==> src/sv/srbf_ram.sv <==
// generic single-write, single-read ram with registered read data
// no dependencies
`timescale 1ns / 1ps
`default_nettype none

module srbf_ram #(
	parameter int WIDTH = 8,
	parameter int DEPTH = 64
) (
	input  wire logic                     clk,
	input  wire logic                     we,
	input  wire logic [$clog2(DEPTH)-1:0] waddr,
	input  wire logic [WIDTH-1:0]         wdata,
	input  wire logic                     re,
	input  wire logic [$clog2(DEPTH)-1:0] raddr,
	output logic      [WIDTH-1:0]         rdata
);

	logic [WIDTH-1:0] mem [DEPTH];

	always_ff @(posedge clk) begin
		if (we) begin
			mem[waddr] <= wdata;
		end
		if (re) begin
			rdata <= mem[raddr];
		end
	end

endmodule

`default_nettype wire

==> config.mk <==
export PLATFORM = sky130hd
export DESIGN_NAME = srbf_ram
export DESIGN_NICKNAME = d
export VERILOG_FILES = /design/src/sv/srbf_ram.sv
export SDC_FILE = /design/constraint.sdc
export NUM_CORES = 1
export LEC_CHECK = 0
export BUFFER_PORTS_ARGS = -buffer_cell sky130_fd_sc_hd__buf_2
export CAP_MARGIN = 20
export CORE_ASPECT_RATIO = 1.1
export CORE_MARGIN = 10
export CORE_UTILIZATION = 32
export DETAILED_ROUTE_END_ITERATION = 10
export MAX_ROUTING_LAYER = met4
export PLACE_DENSITY = 0.6
export SLEW_MARGIN = 15
export SYNTH_ARGS = -nofsm -noshare
export SYNTH_HDL_FRONTEND = slang
export SYNTH_SLANG_ARGS = --single-unit
==> constraint.sdc <==
create_clock -name clk -period 2.2 [get_ports clk]
set_input_delay 0.33 -clock clk [delete_from_list [all_inputs] [get_ports clk]]
set_output_delay 0.33 -clock clk [all_outputs]
set_load 0.1 [all_outputs]
Word level (Yosys, flattened, before mapping)
Memory sizes are Yosys's and may differ from the RTL's. A register that Yosys moved wholly into a read port is not among the register bits.
Cells that the tools add are included.
{ "totals": {"ram_bits": 512, "memories": 1, "word_cells": 3, "register_bits": 0} }
{ "memory_table": {"columns": ["memory", "words", "word_bits", "read_ports", "rd_clocked_by_memory_dff", "write_ports", "line", "text"], "rows": [
  ["mem", 64, 8, 1, 1, 1, "19", "logic [WIDTH-1:0] mem [DEPTH];"]
]} }
{ "classes": {"n_mux": 2} }
{ "op_table": {"columns": ["op", "count"], "rows": [
  ["$mux 1", 2]
]} }

Logic depth before layout (Yosys ltp)
{ "logic_depth": {"ltp_word": 2, "mapped_depth": 9, "depth_no_buf": 5} }

Worst setup path after synthesis
OpenSTA, ideal clock, no wires.
{ "synth_timing": {"path_kind": "input to register", "from": "input raddr[1]", "to": "register rdata[3], read port of mem (data pin)", "setup_slack_ps": 64, "stages": 7, "setup_ps": 266, "arrival_time_ps": 1870, "path_cell_list": "buf_4 buf_2 buf_2 mux4_2 mux4_2 o21ai_1 o41ai_1"} }
{ "synth_lines": {"columns": ["element", "line", "text"], "rows": [
  ["start, declared", "15", "input wire logic [$clog2(DEPTH)-1:0] raddr,"],
  ["end, declared", "16", "output logic [WIDTH-1:0] rdata"]
]} }

==> impl_metrics.ini <==
[synth]
synthFlopType = edfxtp_1
ys_async_sr_fraction = 0
synth_edf_count = 520
yosys_warnings = 0
ys_seq_area_frac = 0.7712
syn-num-nets = 963
ys_ff_latch = 520
synth.distinct_cells = 39
syn_inst = 940
syn-cell-area_mm2 = 0.02025
syn_area_per_cell_um2 = 21.54

[placed_design]
place_congestion = 0.7869
place_hpwl_mm = 31.30
placed_cells = 1904
io_buffers = 30

[clock_tree]
htreeDepth = 2
clk_latency_ns = 0.56
cts_buffers = 48
cts_tree = done
clkTransAtPathRegs_ns = 0.06
postCtsResizedCells = 2
cts_sinks = 520
post_cts_buffers = 0
holdBufCountCts = 0
cts_buffer_depth = 3
root_buffer = clkbuf_16

[floorplanning]
core_area_mm2 = 0.06258
initial_utilization = 0.3235
core.rowCount = 96
dieWidth_um = 259.8
die-area_mm2 = 0.07374
die_h_um = 283.8
io_pins = 31

[route]
firstDrtPassIters = 5
vias = 9900
ant_nets = 0
drt_iter0_drc = 790
wl_met2_mm = 23.80
drc = 0
dr_wl_met3_mm = 2.132
wl_per_cell_um = 23.55
vias_per_cell = 4.970
top_layer_used = met4
wirelength_mm = 46.92
wl_met1_mm = 19.49

[global_route]
grt_overflow = 0
first_global_vias = 10520
grt_max_degree = 65
grt_pass1_wl_mm = 70.94
grt.total_usage = 0.1312
antenna_found_initial = 2

[worst_setup_path]
end_kind = register
cp-start-kind = register
crit_fanout = 1
cp_data_arrival_time_ns = 2.43
startpoint = mem[28][6]$_DFFE_PP_
cp.required_ns = 2.49
path_class = reg2reg
reg2reg_from = mem[28][6]$_DFFE_PP_

[timing]
whs_ns = 0.1016
fin_crit_ns = 2.135
fin_skew_ns = 0.01548
hold_viol_final = 0
final_max_slew_viol_count = 0
setup_tns_ns = 0
tightest_slew_ns = 0.5665
relSlewSlack = 0.6224
fmax_mhz = 468.4
final-setup-viol-count = 0
fin_crit_sh = 0.9704
rsz0062_at_grt = no

[final_layout]
drive_gt1_frac = 0.3388
final_nets = 1144
instances_no_fill = 1992
area_growth_pct = 18.86

[outcome]
status = complete, no violations

[pwr]
leakage_nw = 7.710
ir_drop_mv = 0.6148
power_density_mw_per_mm2 = 854.8

[job]
max-cap-violations = 0

[min_path]
hp-class = in2reg
hold_start = wdata[2]
## power by group
part           leakage (nW)  internal [mW]  switching, mW
Clock                 0.771           4.86           3.47
Combinational          2.25          0.479          0.746
Sequential             4.69           11.0         0.0302
## cell type report
cell class,count,area (µm²)
fillers,5604,38510
well taps,833,1042
multi-input cells,369,4325
clock buffers,52,1237
repair buffers,182,1505
diodes,2,5.005
flip-flops and latches,520,15620
clock inverters,34,335.3
## cells in the final DEF, fill, tap and decap left out, types with 13 or more instances in the layout
cell type	netlist	layout
buf_12	2	16
mux4_2	126	126
nor2b_1	14	14
nand2_1	19	19
nor2_1	83	83
buf_4	13	138
edfxtp_1	520	520
clkinv_1	0	16
nand3_1	13	13
buf_2	11	27
clkbuf_16	0	49
mux2i_1	23	23
mux2_2	13	13
## critical path: stages (launching register included)
cell and delay (ns):
edfxtp_1 0.38, mux4_2 0.47, mux2_2 0.30, o221a_2 0.28, nor3_2 0.30, o32ai_1 0.14
## final timing paths
kind,slack [ns],end,cells after the start
hold reg to reg,0.90,rdata[1]$_DFFE_PP_,4
hold / removal,0.10,mem[20][2]$_DFFE_PP_,1
setup reg to reg,0.07,rdata[6]$_DFFE_PP_,5
setup / recovery,0.07,rdata[6]$_DFFE_PP_,5
## flip-flops by register name (all words and copies together), names as in the netlist
signal	flops
rdata	8
mem	512
## cell usage after synthesis, types with 3 or more instances
cell	n	share of area
a211oi_1	4	0.0015
clkbuf_1	17	0.0032
nand3_1	13	0.0032
nand3b_1	3	0.0011
nor2_1	83	0.015
nand2_1	19	0.0035
nand2b_1	7	0.0022
a221oi_1	6	0.0026
buf_4	13	0.0048
o2bb2ai_1	3	0.0013
a22oi_1	3	0.0011
buf_2	11	0.0027
mux4_2	126	0.14
o2111ai_1	3	0.0013
o221ai_1	8	0.0035
edfxtp_1	520	0.77
mux2_2	13	0.0072
nor2b_1	14	0.0043
buf_1	4	0.00074
nor3_1	7	0.0017
a21oi_1	3	0.00074
o22ai_1	8	0.0025
mux2i_1	23	0.011
buf_6	4	0.0022
## per-stage QoR
| step | power, mW | worst slack [ns] | area, µm² | utilization |
|---|---|---|---|---|
| floorplan | 11.90 | 0.06365 | 20250 | - |
| global placement | 12.45 | -0.4037 | 22480 | 0.3592 |
| detailed placement | 12.47 | -0.4079 | 22480 | 0.3592 |
| CTS | 20.79 | 0.06147 | 24060 | 0.3845 |
| global route | 21.19 | 0.02127 | 24070 | 0.3846 |
| finish | 20.57 | 0.06511 | 24070 | 0.3846 |
## logic make-up after synthesis
group / Yosys count / synth area share
DFF: 520 / 0.7712
muxes: 162 / 0.1588
and+or+nand+nor: 153 / 0.03374
AOI/OAI and AO/OA: 54 / 0.02064
buffers and inverters: 51 / 0.01563
## routing by layer
layer	GRT usage	up-vias
met1	0.1626	5263
met5	-	-
met4	0.04695	0
met2	0.2144	258
met3	0.02081	84
li1	-	4295
Power figures use the tool's default switching activity.
