### config.mk
export PLATFORM = sky130hd
export DESIGN_NAME = srbf_lcg
export DESIGN_NICKNAME = d
export VERILOG_FILES = /design/src/sv/srbf_pkg.sv /design/src/sv/srbf_lcg.sv
export SDC_FILE = /design/constraint.sdc
export NUM_CORES = 1
export LEC_CHECK = 0
export BUFFER_PORTS_ARGS = -buffer_cell sky130_fd_sc_hd__buf_4
export CORE_ASPECT_RATIO = 0.8
export CORE_UTILIZATION = 55
export CTS_CLUSTER_SIZE = 20
export DETAILED_ROUTE_END_ITERATION = 8
export PLACE_DENSITY = 0.71
export SETUP_SLACK_MARGIN = 0.02
export SLEW_MARGIN = 0
export SYNTH_ARGS = -nofsm -noshare
export SYNTH_HDL_FRONTEND = slang
export SYNTH_SLANG_ARGS = --single-unit
export TNS_END_PERCENT = 100
### constraint.sdc
create_clock -name clk -period 15.19 [get_ports clk]
set_input_delay 1.519 -clock clk [delete_from_list [all_inputs] [get_ports clk]]
set_output_delay 1.519 -clock clk [all_outputs]
set_load 0.05 [all_outputs]
### src/sv/srbf_pkg.sv
// shared types, codes and constants of the sorted region best-fit allocator
// no dependencies
`timescale 1ns / 1ps
`default_nettype none

package srbf_pkg;

	localparam int TABLE_DEPTH_DEF = 64;

	localparam logic [1:0] ACT_ADD    = 2'd0;
	localparam logic [1:0] ACT_REMOVE = 2'd1;
	localparam logic [1:0] ACT_LOOKUP = 2'd2;

	localparam logic [1:0] STAT_OK        = 2'd0;
	localparam logic [1:0] STAT_REJECT    = 2'd1;
	localparam logic [1:0] STAT_NOT_FOUND = 2'd2;
	localparam logic [1:0] STAT_FULL      = 2'd3;

	localparam int F_USER    = 0;
	localparam int F_KERNEL  = 1;
	localparam int F_SHARED  = 2;
	localparam int F_PRIVATE = 3;
	localparam int F_ANON    = 4;
	localparam int F_FILE    = 5;

	localparam logic [31:0] USER_TOP   = 32'hC000_0000;
	localparam logic [31:0] KERN_LOW   = 32'hC020_0000;
	localparam logic [31:0] KERN_HIGH  = 32'hFFD0_0000;
	localparam logic [31:0] PAGE_MASK  = 32'h0000_0FFF;
	localparam logic [31:0] LCG_MUL    = 32'd1103515245;
	localparam logic [31:0] LCG_INC    = 32'd12345;
	localparam logic [31:0] SEED_RESET = 32'd4;

	typedef struct packed {
		logic [1:0]  action;
		logic [31:0] address;
		logic [31:0] length;
		logic [6:0]  map_flags;
		logic [15:0] file_handle;
		logic [31:0] file_offset;
		logic [31:0] disk_size;
	} req_t;

	typedef struct packed {
		logic [1:0]  status;
		logic [31:0] region_start;
		logic [31:0] region_length;
		logic [6:0]  region_flags;
		logic [15:0] region_file;
		logic [31:0] region_file_offset;
		logic [31:0] region_disk_size;
	} rsp_t;

	typedef struct packed {
		logic [31:0] base;
		logic [31:0] size;
		logic [6:0]  flags;
		logic [15:0] file;
		logic [31:0] offset;
		logic [31:0] disk;
	} entry_t;

	localparam int ENTRY_W = $bits(entry_t);

	localparam entry_t SENTINEL = '{base: 32'hFFFF_FFFF, size: '0, flags: '0,
		file: '0, offset: '0, disk: '0};

	typedef enum logic [4:0] {
		S_IDLE,
		S_CHECK,
		S_UDRAW,
		S_UAPPLY,
		S_KCHK,
		S_KDRAW,
		S_KAPPLY,
		S_SCAN_START,
		S_RETRY,
		S_SCAN_A,
		S_SCAN_B,
		S_INS_RD,
		S_INS_WR,
		S_INS_SLOT,
		S_FIND_START,
		S_FIND_A,
		S_REM_ZERO,
		S_REM_RD,
		S_REM_WR,
		S_FINISH
	} state_t;

endpackage

`default_nettype wire

### src/sv/srbf_lcg.sv
// linear congruential generator for the window clamp, one draw per step
// depends on srbf_pkg
`timescale 1ns / 1ps
`default_nettype none

module srbf_lcg (
	input  wire logic        clk,
	input  wire logic        arst_n,
	input  wire logic        step,
	output logic      [14:0] rand_val
);
	import srbf_pkg::*;

	logic [31:0] seed_q;
	logic [31:0] seed_next;

	assign seed_next = seed_q * LCG_MUL + LCG_INC;
	// (seed / 65536) mod 32768
	assign rand_val  = seed_q[30:16];

	always_ff @(posedge clk or negedge arst_n) begin
		if (!arst_n) begin
			seed_q <= SEED_RESET;
		end else if (step) begin
			seed_q <= seed_next;
		end
	end

endmodule

`default_nettype wire

# After elaboration in Yosys (flattened, before gate mapping)
# Index checks and enable logic that the tools add are counted.
classes:
  div: 0
  n_eq_ne: 0
  n_bitwise: 0
  muxes: 0
  order_cmp: 0
  n_shift: 0
  addsub: 1
  n_reduce_logical: 0
  n_mul: 1
ops:
  columns: ["cell", "n"]
  rows:
  - ["adder 32 x 14 -> 32 bit, second input constant", 1]
  - ["multiplier 32 x 31 -> 32 bit, second input constant", 1]
totals:
  ramBits: 0
  register_bits: 32
  mem_count: 0
  rom_bits: 0
  latch_bits: 0
  inputBits: 3

# Longest topological paths before layout
# Gate-level depths: netlist (run 1).
depth:
  ltp_word: 2
  mapped_depth: 26

# Least setup slack after synthesis (run 1)
# Ideal clock, no wire load.
synth_path:
  kind: "register to register"
  from: "register seed_q[6]"
  to: "register seed_q[27]"
  n_path_buf: 0
  required_ns: 15.058
  path_stages_with_launch: 25
  arrival_ns: 6.241
  path_slack_ns: 8.817
  path_cell_list: "dfrtp_1 -> ha_1 -> xor2_1 -> ha_1 -> a21oi_1 -> fa_1 -> fa_1 -> inv_1 -> fa_1 -> inv_1 -> fa_1 -> inv_1 -> fa_1 -> inv_1 -> fa_1 -> inv_1 -> ha_1 -> a21oi_1 -> o21ai_1 -> or4_1 -> o311ai_1 -> a31oi_1 -> a21o_1 -> a211oi_1 -> o22ai_1"
synth_between:
  elab_chain_cells: 2
synth_lines:
  columns: ["item", "line_no", "text"]
  rows:
  - ["start, declared", "srbf_lcg.sv:14", "logic [31:0] seed_q;"]
  - ["start signal, assigned", "srbf_lcg.sv:25", "seed_q <= seed_next;"]
  - ["multiplier 32 x 31 -> 32 bit", "srbf_lcg.sv:17", "assign seed_next = seed_q * LCG_MUL + LCG_INC;"]
  - ["adder 32 x 14 -> 32 bit", "srbf_lcg.sv:17", null]
# No other way between the ends.
# A chain may end at the register's enable or synchronous reset.

# Worst setup path after layout (run 1)
# Ends and elaborated chain as after synthesis.

==> results of run 1 <==
critical path, delay by kind of cell (launching register included):
family | cells | cell delay, ns
adders and majority gates | 9 | 3.93
AOI/OAI and AO/OA | 8 | 1.62
DFF | 1 | 0.53
and+or+nand+nor | 1 | 0.41
buffers and inverters | 5 | 0.25
xor gates and xnor gates | 1 | 0.21
through the flow:
step	setup slack, ns	hold slack (ns)
5_1_grt	7.77	0.643
6_report	8.09	0.610
4_1_cts	8.14	0.618
3_5_place_dp	8.17	0.595
2_1_floorplan	8.82	0.526
3_3_place_gp	8.28	0.601
layout make-up:
| cell class | count | area [sq um] | share of cell area (%) |
|---|---|---|---|
| inverters | 379 | 1420 | 13.7 |
| repair buffers | 18 | 135 | 1.30 |
| well taps | 225 | 282 | 2.71 |
| flip-flops and latches | 31 | 777 | 7.49 |
| clock buffers | 7 | 153 | 1.47 |
| clock inverters | 1 | 7.51 | 0.0724 |
| multi-input cells | 603 | 7600 | 73.2 |
cell usage in the layout, fill, tap and decap left out, types with 13 or more instances in the layout:
cell	count
ha_1	195
xor2_1	17
a21oi_1	25
buf_4	18
inv_1	379
xnor2_1	41
dfrtp_1	30
fa_1	178
nand2_1	25
o21ai_0	13
nor2_1	16
worst max-delay path by stage:
| stage | startpoint | endpoint | slack, ns | cells past startpoint |
|---|---|---|---|---|
| after floorplan | seed_q[6] | seed_q[27] | 8.82 | 24 |
| after global placement | seed_q[6] | seed_q[27] | 8.28 | 24 |
| after global routing | seed_q[6] | seed_q[27] | 7.77 | 24 |
| final | seed_q[6] | seed_q[27] | 8.09 | 24 |
| after detailed placement | seed_q[6] | seed_q[27] | 8.17 | 24 |
| after CTS | seed_q[6] | seed_q[27] | 8.14 | 24 |
cell families (layout without fill, tap and decap cells):
kind of cell	after synthesis	in the layout
compound gates	86	86
fa+ha+maj	373	373
buf+inv	400	405
mux	13	13
simple gates	73	73
flops	31	31
xor+xnor	58	58
cell usage after synthesis (all sizes together) (4+ instances only):
master and count:
xnor2 41, nand2b 4, clkbuf 4, buf 17, inv 379, a31o 4
a21o 9, mux2 6, mux2i 7, a21oi 26, nand4 4, and3 4
o21ai 15, dfrtp 30, fa 178, nor3 4, nand3 5, nor2 16
ha 195, xor2 17, nand2 25, a31oi 4, a211oi 5
per-layer routing:
layer / global-route usage, % / part of all wire (%) / vias to the layer above
li1: - / - / 3079
met1: 41.2 / 50 / 3305
met2: 41.4 / 43 / 155
met3: 6.29 / 7.0 / 16
met4: 3.57 / 0.88 / 0
met5: 0 / 0 / -
==> results.py, run 1 <==
metrics = {
    "outcome": {
        "status": "complete, but fails checks",
        "violations": "design-rule violations",
    },
    "placed_design": {
        "placed_cells": 1256,
        "finalWeightedCongestion": 0.964,
        "place_area_sq_um": 10200,
        "dpl.hpwl_um": 20600,
        "portBuffers": 17,
    },
    "die": {
        "row_count": 43,
        "die-width_um": 152,
        "die_h_um": 122,
        "io_pins": 18,
        "die_area_sq_um": 18600,
        "core_sq_um": 17500,
        "start_util_pct": 56.7,
    },
    "critical_path": {
        "critical_path.cell_chain": "ha_1 -> xor2_1 -> ha_1 -> a21oi_1 -> fa_1 -> fa_1 -> inv_1 -> fa_1 -> inv_1 -> fa_1 -> inv_1 -> fa_1 -> inv_1 -> fa_1 -> inv_1 -> ha_1 -> a21oi_1 -> o21ai_1 -> or4_1 -> o311ai_1 -> a31oi_1 -> a21o_1 -> a211oi_1 -> o22ai_1",
        "start_kind": "register",
        "r2r_slack_ns": 8.09,
        "crit_top_cell": "fa_1",
        "reg2reg_to": "seed_q[27]",
        "cpPeakStageDelay_ns": 0.53,
        "cp_slowest_cell": "dfrtp_1",
        "crit_type": "reg2reg",
        "required_ns": 15.35,
        "path_max_fanout": 9,
        "crit_path_end_kind": "register",
        "r2r-start": "seed_q[6]",
        "crit_arrival_ns": 7.25,
        "reg2regPathDepth": 24,
    },
    "sta": {
        "worst_slew_pin_slew_ns": 0.659,
        "rsz0062_at_grt": "false",
        "maxSlewViolCount": 0,
        "setup_viol": 0,
        "fmax_ghz": 0.141,
        "fin_crit_sh_pct": 46.7,
        "fin_setup_tns_ns": 0,
        "hold_viol_final": 0,
        "relSlewSlack_pct": 55.6,
        "period_needed_ns": 7.10,
        "skew_ns": 0.00496,
    },
    "logic_synthesis": {
        "synth_top_family_by_area": "adder cells",
        "ys_seq_elements": 31,
        "synth_flop_cell": "dfrtp_1",
        "yosys.area_share.simple_pct": 3.47,
        "ys_seq_area_share_pct": 7.81,
        "synth-xor-area-share_pct": 5.11,
        "ys_types": 55,
        "synthTopCellsByArea": "fa_1 (36%), ha_1 (25%), inv_1 (14%)",
        "syn_inst": 1034,
        "synthMuxAreaShare_pct": 1.38,
        "yosysWarningCount": 0,
        "syn_avg_cell_area_sq_um": 9.62,
        "syn_area_sq_um": 9950,
        "synth_edf_count": 0,
        "yosys.area_share.adder_pct": 60.3,
        "async_flop_share_pct": 100,
        "synth_fp_nets": 1410,
        "yosysTopAreaCell": "fa_1",
        "synth_top_area_share_pct": 35.8,
        "synth-compound-area-share_pct": 6.07,
    },
    "clock_tree": {
        "numCtsBuffers": 5,
        "cts_sinks": 31,
        "cts_buffer_depth": 2,
        "ctsHoldBuffers": 0,
        "clk_latency_ns": 0.29,
        "cts_resized": 0,
        "htree_levels": 2,
        "clkTransAtPathRegs_ns": 0.06,
        "tritoncts": "built",
        "post_cts_buffers": 0,
        "root_buffer": "clkbuf_16",
    },
    "job": {
        "maxCapViolCount": 0,
    },
    "final_layout": {
        "synthToLayoutAreaGrowth_pct": 4.29,
        "final_nets": 1414,
        "final.fill_count": 1506,
        "drive_gt1_share_pct": 4.52,
        "final-instance-count-excl-fill": 1264,
        "largestRegisters": "seed_q: 31 flops",
        "max_flop_register": "seed_q",
        "largest_reg_flops": 31,
        "post-route-cell-area_sq_um": 10400,
        "final_core_util_pct": 59.2,
        "diodes": 0,
    },
    "global_route": {
        "grt_remaining_overflow": 0,
        "grt_max_degree": 48,
        "grt_first_pass_wirelength_um": 37900,
        "grtUsageTotal_pct": 27.4,
        "grt_pass1_vias": 7056,
        "antenna_found_initial": 0,
    },
    "detailed_routing": {
        "drtIter0Drc": 355,
        "via_per_inst": 5.19,
        "postRouteAntennaNets": 0,
        "num_vias": 6555,
        "routed_wirelength_um": 23100,
        "drc": 1,
        "wl_per_cell_um": 18.3,
        "drt_first_pass_iters": 7,
    },
    "min_path": {
        "hold_end": "seed_q[30]",
        "whs_path_depth": 1,
        "hold_path.startpoint": "seed_q[30]",
        "min_path_type": "reg2reg",
    },
}
Power of run 1 is left out: the tool's default activity adds up to more than one toggle a clock period on the data nets, which glitch-free logic cannot reach.
==> run 2: changes to the inputs <==
--- a/config.mk
+++ b/config.mk
@@ -10,7 +10,7 @@
 export CORE_UTILIZATION = 55
 export CTS_CLUSTER_SIZE = 20
 export DETAILED_ROUTE_END_ITERATION = 8
-export PLACE_DENSITY = 0.71
+export PLACE_DENSITY = 0.74
 export SETUP_SLACK_MARGIN = 0.02
 export SLEW_MARGIN = 0
 export SYNTH_ARGS = -nofsm -noshare
==> constraint.sdc (replaced) <==
create_clock -name clk -period 5.8 [get_ports clk]
set_input_delay 0.58 -clock clk [delete_from_list [all_inputs] [get_ports clk]]
set_output_delay 0.58 -clock clk [all_outputs]
set_load 0.05 [all_outputs]
==> run 2 against run 1 <==
The run ends with negative setup slack left. Die area unchanged. Fmax increased by 10%. Hold slack got worse by 0.35 ns. Register-to-register slack got worse by 8.7 ns. Non-clock buffer count increased by 205. Final cell count increased by 16%. Critical path depth increased by 1. Clock-buffer cell count unchanged. Global-route usage increased by 3.7 points. Sequential share of layout area decreased by 1.3 points. Routed wire length increased by 25%. Flip-flop and latch count unchanged. Critical path type unchanged.
==> results.py, run 2 (synthesis results as in run 1) <==
metrics = {
    "outcome": {
        "status": "complete, but fails checks",
        "violations": "negative setup slack",
    },
    "sta": {
        "relSlewSlack_pct": 56.7,
        "fin_crit_sh_pct": 111,
        "setup_viol": 15,
        "hold_viol_final": 0,
        "skew_ns": 0.00891,
        "worst_slew_pin_slew_ns": 0.649,
        "period_needed_ns": 6.45,
        "fmax_ghz": 0.155,
        "worst_slack_ns": -0.651,
        "fin_setup_tns_ns": -5.27,
        "rsz0062_at_grt": "true",
        "maxSlewViolCount": 0,
    },
    "detailed_routing": {
        "drt_first_pass_iters": 4,
        "wl_per_cell_um": 19.6,
        "routed_wirelength_um": 28900,
        "via_per_inst": 5.22,
        "drtIter0Drc": 430,
        "postRouteAntennaNets": 0,
        "num_vias": 7674,
        "drc": 0,
    },
    "final_layout": {
        "largest_reg_flops": 31,
        "drive_gt1_share_pct": 30.8,
        "mostFrequentLayoutCells": "inv_1 (361), buf_4 (217), fa_1 (166)",
        "seq_area_sq_um": 797,
        "diodes": 0,
        "layout_commonest_cell": "inv_1",
        "multi_input_comb_area_sq_um": 8510,
        "synthToLayoutAreaGrowth_pct": 29.5,
        "largestRegisters": "seed_q: 31 flops",
        "max_flop_register": "seed_q",
        "final.fill_count": 1180,
        "final_nets": 1619,
    },
    "global_route": {
        "grt_remaining_overflow": 0,
        "grt_first_pass_wirelength_um": 43200,
        "grt_max_degree": 48,
        "grtUsageTotal_pct": 31.1,
        "antenna_found_initial": 0,
        "grt_pass1_vias": 8092,
    },
    "critical_path": {
        "r2r-start": "seed_q[6]",
        "reg2regPathDepth": 25,
        "crit_type": "reg2reg",
        "crit_arrival_ns": 6.62,
        "path_delay_family": "adder cells",
        "required_ns": 5.97,
        "cp_slowest_cell": "fa_1",
        "path_max_fanout": 5,
        "crit_path_start": "seed_q[6]",
        "r2r_slack_ns": -0.65,
        "critPathBufInv": 6,
        "reg2reg_to": "seed_q[29]",
        "crit_top_cell": "fa_1",
        "cpPeakStageDelay_ns": 0.53,
        "start_kind": "register",
        "crit_path_end_kind": "register",
    },
    "clock_tree": {
        "clk_latency_ns": 0.29,
        "tritoncts": "built",
        "root_buffer": "clkbuf_16",
        "ctsHoldBuffers": 0,
        "cts_sinks": 31,
        "htree_levels": 2,
        "clkTransAtPathRegs_ns": 0.06,
        "cts_buffer_depth": 2,
        "numCtsBuffers": 5,
    },
    "job": {
        "maxCapViolCount": 0,
    },
    "placed_design": {
        "portBuffers": 17,
        "finalWeightedCongestion": 1.03,
        "dpl.hpwl_um": 22600,
    },
    "min_path": {
        "min_path_type": "in2async",
    },
    "die": {
        "start_util_pct": 56.7,
        "row_count": 43,
        "die_h_um": 122,
        "die_area_sq_um": 18600,
        "die-width_um": 152,
        "core_sq_um": 17500,
        "io_pins": 18,
    },
}
[run 2: cell types whose count changed in the layout (fill, tap and decap cells not counted), sizes merged]
cell	before	now
buf	18	223
clkinvlp	1	2
inv	379	378
[run 2: metal layers]
layer / GRT usage [%] / wire [um] / vias to the layer above
met2: 48.4 / 13000 / 279
li1: - / - / 3486
met4: 6.57 / 769 / 0
met5: 0 / 0 / -
met3: 6.60 / 2060 / 54
met1: 44.9 / 13000 / 3855
[run 2: worst reg2reg max path: stages (launching register included)]
cell	delay [ns]
dfrtp_2	0.47
ha_4	0.32
xor2_4	0.23
ha_4	0.18
a21oi_4	0.04
fa_1	0.45
fa_1	0.49
inv_1	0.05
fa_1	0.49
inv_2	0.05
fa_1	0.51
inv_1	0.06
fa_1	0.49
inv_2	0.04
fa_1	0.53
inv_2	0.05
ha_4	0.26
a21oi_4	0.13
o21ai_2	0.09
or4_4	0.50
o311ai_4	0.09
a31oi_2	0.15
buf_4	0.18
a211o_1	0.33
nand4_1	0.08
o211ai_1	0.10
[run 2: stage by stage]
stage / cell area (sq um) / hold slack (ns) / worst slack [ns] / instances / utilization (%)
3_3_place_gp: 11700 / 0.565 / -0.595 / 1430 / 66.9
2_1_floorplan: 10100 / 0.284 / -0.263 / 1034 / -
4_1_cts: 12400 / 0.269 / -0.557 / 1454 / 70.8
5_1_grt: 12900 / 0.292 / -0.800 / 1469 / 73.5
6_report: 12900 / 0.258 / -0.651 / 1469 / 73.5
3_5_place_dp: 11700 / 0.569 / -0.748 / 1430 / 66.9
[run 2: timing repair]
item | 4_1_cts | 5_1_grt
resized for setup | 66 | 72
gates cloned | 0 | 0
setup buffers | 17 | 16
endpoints found under the setup margin | 17 | 17
pin swaps | 42 | 68
[run 2: how the worst max path moves through the flow]
stage,endpoint,slack (ns),cells past startpoint
3_3_place_gp,seed_q[30],-0.60,25
3_5_place_dp,seed_q[30],-0.75,25
4_1_cts,seed_q[27],-0.56,25
2_1_floorplan,seed_q[30],-0.26,24
5_1_grt,seed_q[29],-0.80,25
6_report,seed_q[29],-0.65,25
[run 2: final cells by class]
class | instances | share of cell area (%)
inverters | 379 | 11.1
repair buffers | 223 | 13.3
multi-input cells | 603 | 66.0
clock inverters | 1 | 0.0583
clock buffers | 7 | 1.18
well taps | 225 | 2.18
flip-flops and latches | 31 | 6.19
Power of run 2 is left out for the same reason.
